$ cat config.mk
export PLATFORM = sky130hd
export DESIGN_NAME = sfc_ctrl
export DESIGN_NICKNAME = d
export VERILOG_FILES = /design/src/hdl/sfc_pkg.sv /design/src/hdl/sfc_ctrl.sv
export SDC_FILE = /design/constraint.sdc
export NUM_CORES = 1
export LEC_CHECK = 0
export BUFFER_PORTS_ARGS = -buffer_cell sky130_fd_sc_hd__buf_2
export CAP_MARGIN = 20
export CELL_PAD_IN_SITES_DETAIL_PLACEMENT = 2
export CELL_PAD_IN_SITES_GLOBAL_PLACEMENT = 2
export CORE_AREA = 8 8 47 49
export DETAILED_ROUTE_END_ITERATION = 7
export DIE_AREA = 0 0 55 57
export PLACE_DENSITY_LB_ADDON = 0.08
export SKIP_CTS_REPAIR_TIMING = 1
export SYNTH_ARGS = -nofsm -noshare
export SYNTH_HDL_FRONTEND = slang
export SYNTH_SLANG_ARGS = --single-unit
$ cat constraint.sdc
create_clock -name clk -period 3.5 [get_ports clk]
set_input_delay 0.7 -clock clk [delete_from_list [all_inputs] [get_ports clk]]
set_output_delay 0.7 -clock clk [all_outputs]
set_load 0.05 [all_outputs]
$ cat src/hdl/sfc_pkg.sv
// ----------------------------------------------------------------------------
// sfc_pkg
// Shared types, codes and constants of the sprite frame compositor.
// ----------------------------------------------------------------------------
package sfc_pkg;

	// item kinds, carried on s_tuser
	localparam logic [1:0] ACT_BEGIN = 2'd0;
	localparam logic [1:0] ACT_PLACE = 2'd1;
	localparam logic [1:0] ACT_DRAW  = 2'd2;
	localparam logic [1:0] ACT_READ  = 2'd3;

	// register indexes
	localparam int CFG_IDX_W = 3;
	localparam int CFG_W     = 24;
	localparam logic [CFG_IDX_W-1:0] REG_WIDTH  = 3'd0;
	localparam logic [CFG_IDX_W-1:0] REG_HEIGHT = 3'd1;
	localparam logic [CFG_IDX_W-1:0] REG_BG     = 3'd2;
	localparam logic [CFG_IDX_W-1:0] REG_FINDEX = 3'd3;
	localparam logic [CFG_IDX_W-1:0] REG_FPS    = 3'd4;

	// register reset values
	localparam logic [8:0] WIDTH_RST  = 9'd256;
	localparam logic [8:0] HEIGHT_RST = 9'd256;
	localparam logic [7:0] FPS_RST    = 8'd30;

	// default geometry
	localparam int DEF_MAX_WIDTH       = 256;
	localparam int DEF_MAX_HEIGHT      = 256;
	localparam int DEF_MAX_SPRITE_SIDE = 1024;

	// stream word layout
	localparam int TDATA_W  = 152;
	localparam int TUSER_W  = 2;
	localparam int OUT_W    = 32;
	localparam int RGB_W    = 24;
	localparam logic [OUT_W-1:0] ALPHA_FF = 32'hFF00_0000;

	// frame dimensions up to 4096 need 13 bits
	localparam int DIM_W = 13;

	// placement arithmetic
	localparam int NUM_W     = 50;	// signed numerator
	localparam int MAG_W     = 49;	// numerator magnitude, quotient
	localparam int DEN_W     = 17;	// 2*r*r
	localparam int DIV_CNT_W = 6;

	typedef struct packed {
		logic accept;
		logic fill_step;
		logic prep;
		logic mul;
		logic sum;
		logic div_step;
		logic fin;
		logic axis_y;
	} sfc_cmd_t;

	typedef struct packed {
		logic rd_busy;
		logic fill_last;
		logic div_last;
	} sfc_sts_t;

endpackage

$ cat src/hdl/sfc_ctrl.sv
// ----------------------------------------------------------------------------
// sfc_ctrl
// Controller: takes items, runs the clear sweep and the placement sequence.
// ----------------------------------------------------------------------------
module sfc_ctrl import sfc_pkg::*; (
	input  logic               clk,
	input  logic               arst_n,
	input  logic               s_tvalid,
	output logic               s_tready,
	input  logic [TUSER_W-1:0] s_tuser,
	input  sfc_sts_t           sts,
	output sfc_cmd_t           cmd
);

	localparam logic [2:0] S_IDLE = 3'd0;
	localparam logic [2:0] S_FILL = 3'd1;
	localparam logic [2:0] S_PREP = 3'd2;
	localparam logic [2:0] S_MUL  = 3'd3;
	localparam logic [2:0] S_SUM  = 3'd4;
	localparam logic [2:0] S_DIV  = 3'd5;
	localparam logic [2:0] S_FIN  = 3'd6;

	logic [2:0] state_q, state_d;
	logic       axis_q;
	logic       acc;

	assign s_tready = state_q == S_IDLE && !sts.rd_busy;
	assign acc      = s_tvalid && s_tready;

	// next state
	always_comb begin
		state_d = state_q;
		unique case (state_q)
			S_IDLE: begin
				if (acc && s_tuser == ACT_BEGIN) begin
					state_d = S_FILL;
				end else if (acc && s_tuser == ACT_PLACE) begin
					state_d = S_PREP;
				end
			end
			S_FILL: if (sts.fill_last) state_d = S_IDLE;
			S_PREP: state_d = S_MUL;
			S_MUL:  state_d = S_SUM;
			S_SUM:  state_d = S_DIV;
			S_DIV:  if (sts.div_last) state_d = S_FIN;
			S_FIN:  state_d = axis_q ? S_IDLE : S_MUL;
			default: state_d = S_IDLE;
		endcase
	end

	always_ff @(posedge clk or negedge arst_n) begin
		if (!arst_n) begin
			state_q <= S_IDLE;
			axis_q  <= 1'b0;
		end else begin
			state_q <= state_d;
			if (state_q == S_PREP) begin
				axis_q <= 1'b0;
			end else if (state_q == S_FIN) begin
				axis_q <= 1'b1;
			end
		end
	end

	// commands
	assign cmd.accept    = acc;
	assign cmd.fill_step = state_q == S_FILL;
	assign cmd.prep      = state_q == S_PREP;
	assign cmd.mul       = state_q == S_MUL;
	assign cmd.sum       = state_q == S_SUM;
	assign cmd.div_step  = state_q == S_DIV;
	assign cmd.fin       = state_q == S_FIN;
	assign cmd.axis_y    = axis_q;

endmodule

== Yosys cells after proc, flatten, opt, wreduce, memory -nomap -nowiden ==
Index checks and enable logic that the tools add are counted.

* Equality and inequality tests: 10
* Mux-type cells: 8
* Reduce and logical (&&, ||, !) cells: 9

{| class="wikitable"
|+ Operators by type and width
! cell !! number
|-
| 3-bit one-hot mux with 7 select lines || 1
|-
| 3-bit 2-to-1 mux || 4
|-
| 3-bit == test (second input constant) || 3
|-
| 3-bit by 2-bit == test with 1-bit output (second input constant) || 2
|-
| 1-bit logical AND || 4
|-
| 2-bit inequality test (second input constant) || 2
|-
| 3-bit by 1-bit == test with 1-bit output (second input constant) || 1
|-
| 3-bit logical NOT || 1
|-
| 3-bit by 1-bit inequality test with 1-bit output (second input constant) || 1
|-
| 3-bit AND reduction || 1
|-
| 2-bit by 1-bit == test with 1-bit output (second input constant) || 1
|-
| 2-bit logical NOT || 1
|-
| 1-bit 2-to-1 mux || 2
|-
| 2-bit 2-to-1 mux || 1
|-
| 2-bit nonzero test || 1
|-
| 1-bit logical NOT || 1
|}

* Bits in registers: 4
* Bits of input ports: 8
* Logic and storage cells: 29

== Longest topological paths before layout ==
Gate-level depths: netlist (run 1).

* Depth in word-level cells: 7
* Mapped depth: 4

== Least setup slack after synthesis (run 1) ==
OpenSTA, ideal clock, no wires.

* Path kind: input-to-output
* Start: in sts[2] (netlist name)
* End: out s_tready
* Data arrival time: 2149 ps
* Required time: 2800 ps
* Path slack: 651 ps
* Stages on the path: 1
* Path buffers: 0
* Cells stage by stage: nor4_1

* Longest elaborated chain between the ends: 2

{| class="wikitable"
|+ RTL lines
! item !! RTL line !! source
|-
| start: declaration || sfc_ctrl.sv:11 || <nowiki>input sfc_sts_t sts,</nowiki>
|-
| 1-bit logical NOT || sfc_ctrl.sv:27 || <nowiki>assign s_tready = state_q == S_IDLE && !sts.rd_busy;</nowiki>
|-
| 1-bit logical AND || sfc_ctrl.sv:27 ||
|-
| end: declaration || sfc_ctrl.sv:9 || <nowiki>output logic s_tready,</nowiki>
|}

Every way passes these cells.

==> run metrics, run 1 <==
outcome finished, final reports clean; port bufs 16; share of layout cells above drive strength 1 0.420; worst hold path class in -> async; dpl hpwl ~850 um; Worst VDD drop around 0.24 mV; crit-path max cell delay around 0.49 ns; DRC errors left 0; critical path type reg -> out; Non-Filler Instances 67; post-synth top area cell dfrtp_1; RSZ-0062 raised after global routing no; I/O Pins 17; Lkg Pwr ~0.00021 uW; Net Count, Synth 44; P&R area growth vs syn 28.3%; asr flop ratio synth 1.00; DR pass1 iterations 1; antenna violations before repair 0; net count reported at finish 60; # diodes 0; maxcap violations 0; cell area after synthesis 309 um^2; Non-Filler Cell Area, Final 397 um^2; 1st-iter DRT viols 0; Synth Flop Type dfrtp_1; Tcrit/Tclk final 0.624; CP Max Fanout 9; Synthesis Warnings 0; Buf/Inv on CP 1; Placed Area 374 um^2; most frequent cells after synthesis dfrtp_1, nor2_1, nand2_1, nand2b_1; Seq cells post-synth 4; Final Skew 0.00421 ns; worst slew pin tran 0.378 ns; FP Rows 15; H-tree Lvls 1; FF-to-FF End state_q[1]; Critical Path, Cell by Cell nor2b_1 > and2_1 > buf_2; startpoint types flip-flop; wire length per cell 15.1 um; final setup vio count 0; Vias/cell 4.69; routability cong. ~0.77; Tot Pwr 431 uW; R2R setup slack 2.12 ns; placed instance count 64; Core ar. between 1500 and 2000 um^2; CP endpoint kind primary output; Setup TNS 0 ns; Initial Util 0.196; CP max stage cell dfrtp_1; top cells by area, synth dfrtp_1, nand2b_1, buf_4, nor2_1, nand2b_4; Worst R2R Start state_q[2]; chip height between 50 and 60 um; Clock transition at path regs 0.04 ns; EDFF count, synth 0; Netlist cell types 21; CTS Root Cell clkbuf_4; Rel. slew slack 0.748; clock buffer depth 2; Max Fclk 458 MHz; via count 314; path depth of the worst reg2reg path 3; Antenna Violating Nets Remaining 0; CTS tree done; # clock sinks 4; GRT overflow 0; Syn Inst Count 36; Slew Viols, Final 0; die footprint 3140 um^2; Crit path arrival time 1.48 ns; GRT Overall Usage 0.0726; Crit. path cell count 3; final hold violations 0; syn_area_per_cell 8.58 um^2; min cycle time layout 2.18 ns; Worst path top cell family by delay simple AND/OR/NAND/NOR gates; Seq/Total Area, Yosys 0.324; first-pass GRT wire length 1650 um; cts bufs inserted 3; largest net degree at the start of global routing 14; Synth top area share 0.324; Pwr per Cell Area 1090 nW/um^2; Die W 55 um; number of global-route vias before repair between 300 and 400; Routed WL 1020 um; CP Data Required Time 2.80 ns; Worst-Skew Late Latency 0.23 ns
-- metal layers --
metal | wire [um] | vias up | global-route usage
li1 | - | 152 | -
met1 | 413 | 147 | 0.0837
met2 | 494 | 13 | 0.0956
met3 | 85 | 2 | 0.0338
met4 | 22 | 0 | 0.0619
met5 | 0 | - | 0
-- cells in the final DEF (no fill, tap or decap) --
cell | synthesis | routed
inv_1 | 1 | 1
buf_2 | 2 | 16
nand2b_1 | 3 | 3
o211a_1 | 1 | 1
nor2_1 | 4 | 4
nor4_1 | 2 | 2
dfrtp_1 | 4 | 4
a221o_1 | 1 | 1
clkbuf_4 | 0 | 3
nand2_1 | 3 | 3
a21oi_1 | 1 | 1
nand2b_4 | 1 | 1
nor3_1 | 1 | 1
and2_1 | 2 | 2
and4b_1 | 1 | 1
nor2b_1 | 2 | 2
a22oi_1 | 1 | 1
mux2_2 | 1 | 1
o21ai_0 | 1 | 1
a211o_1 | 1 | 1
-- per-stage QoR --
step | hold slack (ns) | setup WS, ns | util
floorplan | 0.404 | 0.651 | -
global placement | 0.505 | 1.40 | 0.237
detailed placement | 0.510 | 1.36 | 0.237
CTS | 0.261 | 1.29 | 0.252
global route | 0.264 | 1.21 | 0.252
finish | 0.264 | 1.32 | 0.252
-- kinds of logic after synthesis --
kind of cell           synth area share
and+or+nand+nor                   0.360
muxes                            0.0364
DFF                               0.324
AOI/OAI and AO/OA                 0.150
buffers and inverters             0.130
-- final cells by class --
type	instances	area, um^2
well taps	17	21.3
clock buffers	3	22.5
repair buffers	16	80.1
flip-flops and latches	4	100
inverters	1	3.75
fillers	208	1180
multi-input cells	26	169
-- flip-flops by register name, indices dropped and copies added, names as in the netlist --
register,count
axis_q,1
state_q,3
-- power breakdown --
part	total (uW)	internal (uW)	switching, uW
Clock	56.2	38.3	17.9
Sequential	113	67.4	46.0
Combinational	261	83.4	178
Total	431	189	241
-- worst max path at each step --
stage | startpoint | end | slack, ns
3_5_place_dp | sts[2] | cmd[7] | 1.36
6_report | state_q[1] | cmd[1] | 1.32
2_1_floorplan | sts[2] | s_tready | 0.65
5_1_grt | state_q[1] | cmd[1] | 1.21
4_1_cts | state_q[1] | cmd[1] | 1.29
3_3_place_gp | sts[2] | cmd[7] | 1.40
-- worst register-to-register path: stages, from the launching register on --
cell and delay (ns):
dfrtp_1 0.56, inv_1 0.17, a221o_1 0.34, and4b_1 0.20
No activity file was read; power rests on OpenSTA's default activity.
==> run 2, diff against run 1 <==
Settings changed: CORE_AREA 8 8 47 49 to 8 8 48 50, DIE_AREA 0 0 55 57 to 0 0 56 58.
Clock period 3.5 ns to 2.1 ns, I/O delays scaled along.
==> run metrics, run 2 (same netlist as run 1, synthesis figures left out) <==
wire length per cell 15.2 um (was 15.1 um); top sig layer met4 (unchanged); P_int 319 uW (was 189 uW); Sw Share 0.561 (about the same); Worst-Skew Late Latency 0.23 ns (about the same); Pwr per Cell Area 1760 nW/um^2 (was 1090 nW/um^2); share of layout cells above drive strength 1 0.431 (was 0.420); outcome finished, final reports clean (unchanged); GRT overflow 0 (unchanged); antenna violations before repair 0 (unchanged); number of global-route vias before repair 375 (was 357); FP Rows 15 (unchanged); multi-input logic area 175 um^2 (was 169 um^2); die footprint 3250 um^2 (was 3140 um^2); cts bufs inserted 3 (unchanged); CP Data Required Time 1.68 ns (was 2.80 ns); Clock transition at path regs 0.04 ns (about the same); min cycle time layout 1.91 ns; worst slew pin tran 0.413 ns (was 0.378 ns); H-tree Lvls 1 (unchanged); Vias/cell 4.69 (about the same); CTS Root Cell clkbuf_4 (unchanged); final setup vio count 0 (unchanged); Placed Area 380 um^2 (was 374 um^2); critical path type reg -> out (unchanged); first-pass GRT wire length 1750 um (was 1650 um); net count reported at finish 61 (was 60); number of fillers in the final layout 203 (was 208); Lkg Pwr 0.000216 uW (was 0.000211 uW); via count 319 (was 314); # diodes 0 (unchanged); Rel. slew slack 0.725 (was 0.748); GRT Overall Usage 0.0682 (was 0.0726); Crit path arrival time 1.49 ns (was 1.48 ns); fraction of power consumed by the clock network 0.131 (about the same); Non-Filler Cell Area, Final 413 um^2 (was 397 um^2); Largest Register state_q (unchanged); leading cell type in the layout, fill and taps excluded buf_2 (unchanged); CP Max Fanout 9 (unchanged); largest registers state_q (3), axis_q (1) (unchanged); chip height 58 um (was 57 um); P&R area growth vs syn 33.6% (was 28.3%); CTS tree done (unchanged); maxcap violations 0 (unchanged); M1 wire length 416 um (was 413 um); dpl hpwl 846 um (was 854 um); Initial Util 0.191 (was 0.196); routability cong. 0.673 (was 0.765); CP endpoint kind primary output (unchanged); Antenna Violating Nets Remaining 0 (unchanged); largest net degree at the start of global routing 14 (unchanged); Seq pwr share 0.267 (was 0.263); RSZ-0062 raised after global routing no (unchanged); Core ar. 1610 um^2 (was 1580 um^2); DR pass1 iterations 3 (was 1); max reg flops 3 (unchanged); I/O Pins 17 (unchanged); combinational group share of total power 0.602 (was 0.606); startpoint types flip-flop (unchanged); clock buffer depth 2 (unchanged); final hold violations 0 (unchanged); Tcrit/Tclk final 0.910; Worst VDD drop 0.520 mV (was 0.240 mV); worst hold path class in -> async (unchanged); # clock sinks 4 (unchanged); Switching Power 408 uW (was 241 uW); DR WL met3 106 um (was 85 um); Final Skew 0.00303 ns (was 0.00421 ns); port bufs 16 (unchanged); Die W 56 um (was 55 um); Max Fclk about 520 MHz; Routed WL 1030 um (was 1020 um); DRC errors left 0 (unchanged); metal2 WL 497 um (was 494 um); commonest cells after routing, fill and taps aside buf_2, nor2_1, dfrtp_1 (unchanged); Reg area 100 um^2 (unchanged); 1st-iter DRT viols 2 (was 0); Setup TNS 0 ns (unchanged); Slew Viols, Final 0 (unchanged)
## run 2: cell count changes in the layout (fill, tap and decap cells not counted), sizes merged
| cell | previous run | this run |
|---|---|---|
| dlygate4sd3 | 0 | 1 |
## run 2: final cells by class
| class | count | area share |
|---|---|---|
| tap | 17 | 0.0515 |
| timing repair buffer | 17 | 0.218 |
| inverter | 1 | 0.00909 |
| sequential | 4 | 0.242 |
| clock buffer | 3 | 0.0545 |
| multi-input combinational | 26 | 0.424 |
## run 2: final timing paths
kind | to | start | cells past startpoint | slack [ns]
max | cmd[5] | state_q[1] | 3 | 0.19
min | state_q[0] | arst_n | 2 | 0.52
max reg2reg | state_q[1] | state_q[2] | 3 | 0.68
min reg2reg | axis_q | axis_q | 1 | 0.53
max in group asynchronous | state_q[1] | arst_n | 2 | 1.46
min in group clk | state_q[0] | sts[0] | 3 | 0.52
## run 2: worst max-delay path: stages, from the launching register on
cell	delay, ns
dfrtp_1	0.51
nor2b_1	0.33
and2_1	0.17
buf_2	0.26
## run 2: per-layer routing
layer,vias to the layer above,global-route usage
met5,-,0
met4,0,0.0309
met3,2,0.0480
met2,15,0.111
met1,151,0.0646
li1,151,-
## run 2: through the flow
step | hold WS [ns] | power (uW) | util | std cells | worst slack (ns)
after floorplan | 0.124 | 572 | - | 36 | 0.0701
after global placement | 0.227 | 636 | 0.236 | 64 | 0.468
after detailed placement | 0.231 | 644 | 0.236 | 64 | 0.413
after CTS | -0.0240 | 746 | 0.250 | 67 | 0.156
after global routing | 0.519 | 789 | 0.256 | 68 | 0.0388
final | 0.519 | 727 | 0.256 | 68 | 0.189
## run 2: power groups by stage
stage | clock, uW | combinational (uW) | sequential (uW)
floorplan | 0 | 444 | 128
global placement | 0 | 444 | 192
detailed placement | 0 | 445 | 199
CTS | 101 | 447 | 198
global route | 106 | 471 | 212
finish | 95.0 | 438 | 194
==> run 3, diff against run 2 <==
Settings changed: PLACE_DENSITY_LB_ADDON 0.08 to 0.1.
==> run metrics, run 3 (same netlist as run 1, synthesis figures left out) <==
Worst path top cell family by delay flip-flops (unchanged); die footprint 3250 um^2 (unchanged); antenna violations before repair 0 (unchanged); Routed WL 994 um (was 1030 um); max reg flops 3 (unchanged); chip height 58 um (unchanged); net count reported at finish 61 (unchanged); maxcap violations 0 (unchanged); Max Fclk 527 MHz (was 523 MHz); CTS Root Cell clkbuf_4 (unchanged); CP endpoint kind primary output (unchanged); RSZ-0062 raised after global routing no (unchanged); Initial Util 0.191 (unchanged); Lkg Pwr 0.000216 uW (unchanged); worst hold path class in -> async (unchanged); # diodes 0 (unchanged); Crit path arrival time 1.48 ns (was 1.49 ns); Antenna Violating Nets Remaining 0 (unchanged); largest registers state_q (3), axis_q (1) (unchanged); Vias/cell 4.78 (was 4.69); H-tree Lvls 1 (unchanged); outcome finished, final reports clean (unchanged); crit-path max cell delay 0.50 ns (was 0.51 ns); cts bufs inserted 3 (unchanged); DR pass1 iterations 4 (was 3); Tcrit/Tclk final 0.904 (was 0.910); Post-Place Worst Slack 0.415 ns (was 0.413 ns); Worst VDD drop 0.466 mV (was 0.520 mV); dpl hpwl 816 um (was 846 um); commonest cells after routing, fill and taps aside buf_2, nor2_1, dfrtp_1 (unchanged); number of fillers in the final layout 199 (was 203); Largest Register state_q (unchanged); share of layout cells above drive strength 1 0.431 (unchanged); number of global-route vias before repair 368 (was 375); final setup vio count 0 (unchanged); wire length per cell 14.6 um (was 15.2 um); Clock transition at path regs 0.04 ns (about the same); Worst-Skew Late Latency 0.24 ns (was 0.23 ns); multi-input logic area 175 um^2 (unchanged); Slew Viols, Final 0 (unchanged); CP max stage cell dfrtp_1 (unchanged); leading cell type in the layout, fill and taps excluded buf_2 (unchanged); Non-Filler Instances 68 (unchanged); final hold violations 0 (unchanged); P&R area growth vs syn 33.6% (unchanged); Reg area 100 um^2 (unchanged); critical path type reg -> out (unchanged); placed instance count 64 (unchanged); CP Max Fanout 9 (unchanged); Rel. slew slack 0.739 (was 0.725); routability cong. 0.714 (was 0.673); GRT overflow 0 (unchanged); CTS tree done (unchanged); Pwr per Cell Area 1760 nW/um^2 (about the same); via count 325 (was 319); DRC errors left 0 (unchanged); Final Skew 0.00465 ns (was 0.00303 ns); port bufs 16 (unchanged); clock buffer depth 2 (unchanged); first-pass GRT wire length 1630 um (was 1750 um); I/O Pins 17 (unchanged); Critical Path, Cell by Cell nor2b_1 > and2_1 > buf_2 (unchanged); largest net degree at the start of global routing 14 (unchanged); Buf/Inv on CP 1 (unchanged); FP Rows 15 (unchanged); Setup TNS 0 ns (unchanged); min cycle time layout 1.90 ns (was 1.91 ns); # clock sinks 4 (unchanged); worst slew pin tran 0.392 ns (was 0.413 ns); GRT Overall Usage 0.0635 (was 0.0682); 1st-iter DRT viols 6 (was 2); Core ar. 1610 um^2 (unchanged); setup ws final 0.201 ns (was 0.189 ns); Die W 56 um (unchanged); CP Data Required Time 1.68 ns (about the same); startpoint types flip-flop (unchanged)
[run 3: per-layer routing]
layer	wire length (um)	track usage	up-vias
met1	379	0.0613	155
met3	91	0.0175	2
li1	-	-	152
met2	499	0.111	16
met4	23	0.0515	0
met5	0	0	-
[run 3: path summary, 6_finish.rpt]
check	endpoint	slack (ns)	startpoint	cells past startpoint
min in group clk	state_q[0]	0.52	sts[0]	3
worst min-delay path	state_q[1]	0.51	arst_n	2
worst max register to register	state_q[1]	0.69	state_q[2]	3
worst max-delay path	cmd[5]	0.20	state_q[1]	3
max in group asynchronous	state_q[0]	1.47	arst_n	2
worst min register to register	axis_q	0.54	axis_q	1
[run 3: power by group]
part,internal (uW),switching [uW]
logic,143,298
clock network,63.9,30.8
registers,112,80.5
[run 3: final cells by class]
type                            instances  area share
Timing Repair Buffer                   17       0.218
Inverter                                1     0.00909
Tap cell                               17      0.0515
Multi-Input combinational cell         26       0.424
Sequential cell                         4       0.242
Clock buffer                            3      0.0545
[run 3: stage by stage]
stage / instance area [um^2] / hold slack (ns) / utilization / total power [uW]
after floorplan: 315 / 0.124 / - / 572
after global placement: 380 / 0.227 / 0.236 / 636
after detailed placement: 380 / 0.224 / 0.236 / 647
after CTS: 403 / -0.0299 / 0.250 / 747
after global routing: 413 / 0.511 / 0.256 / 781
final: 413 / 0.511 / 0.256 / 729
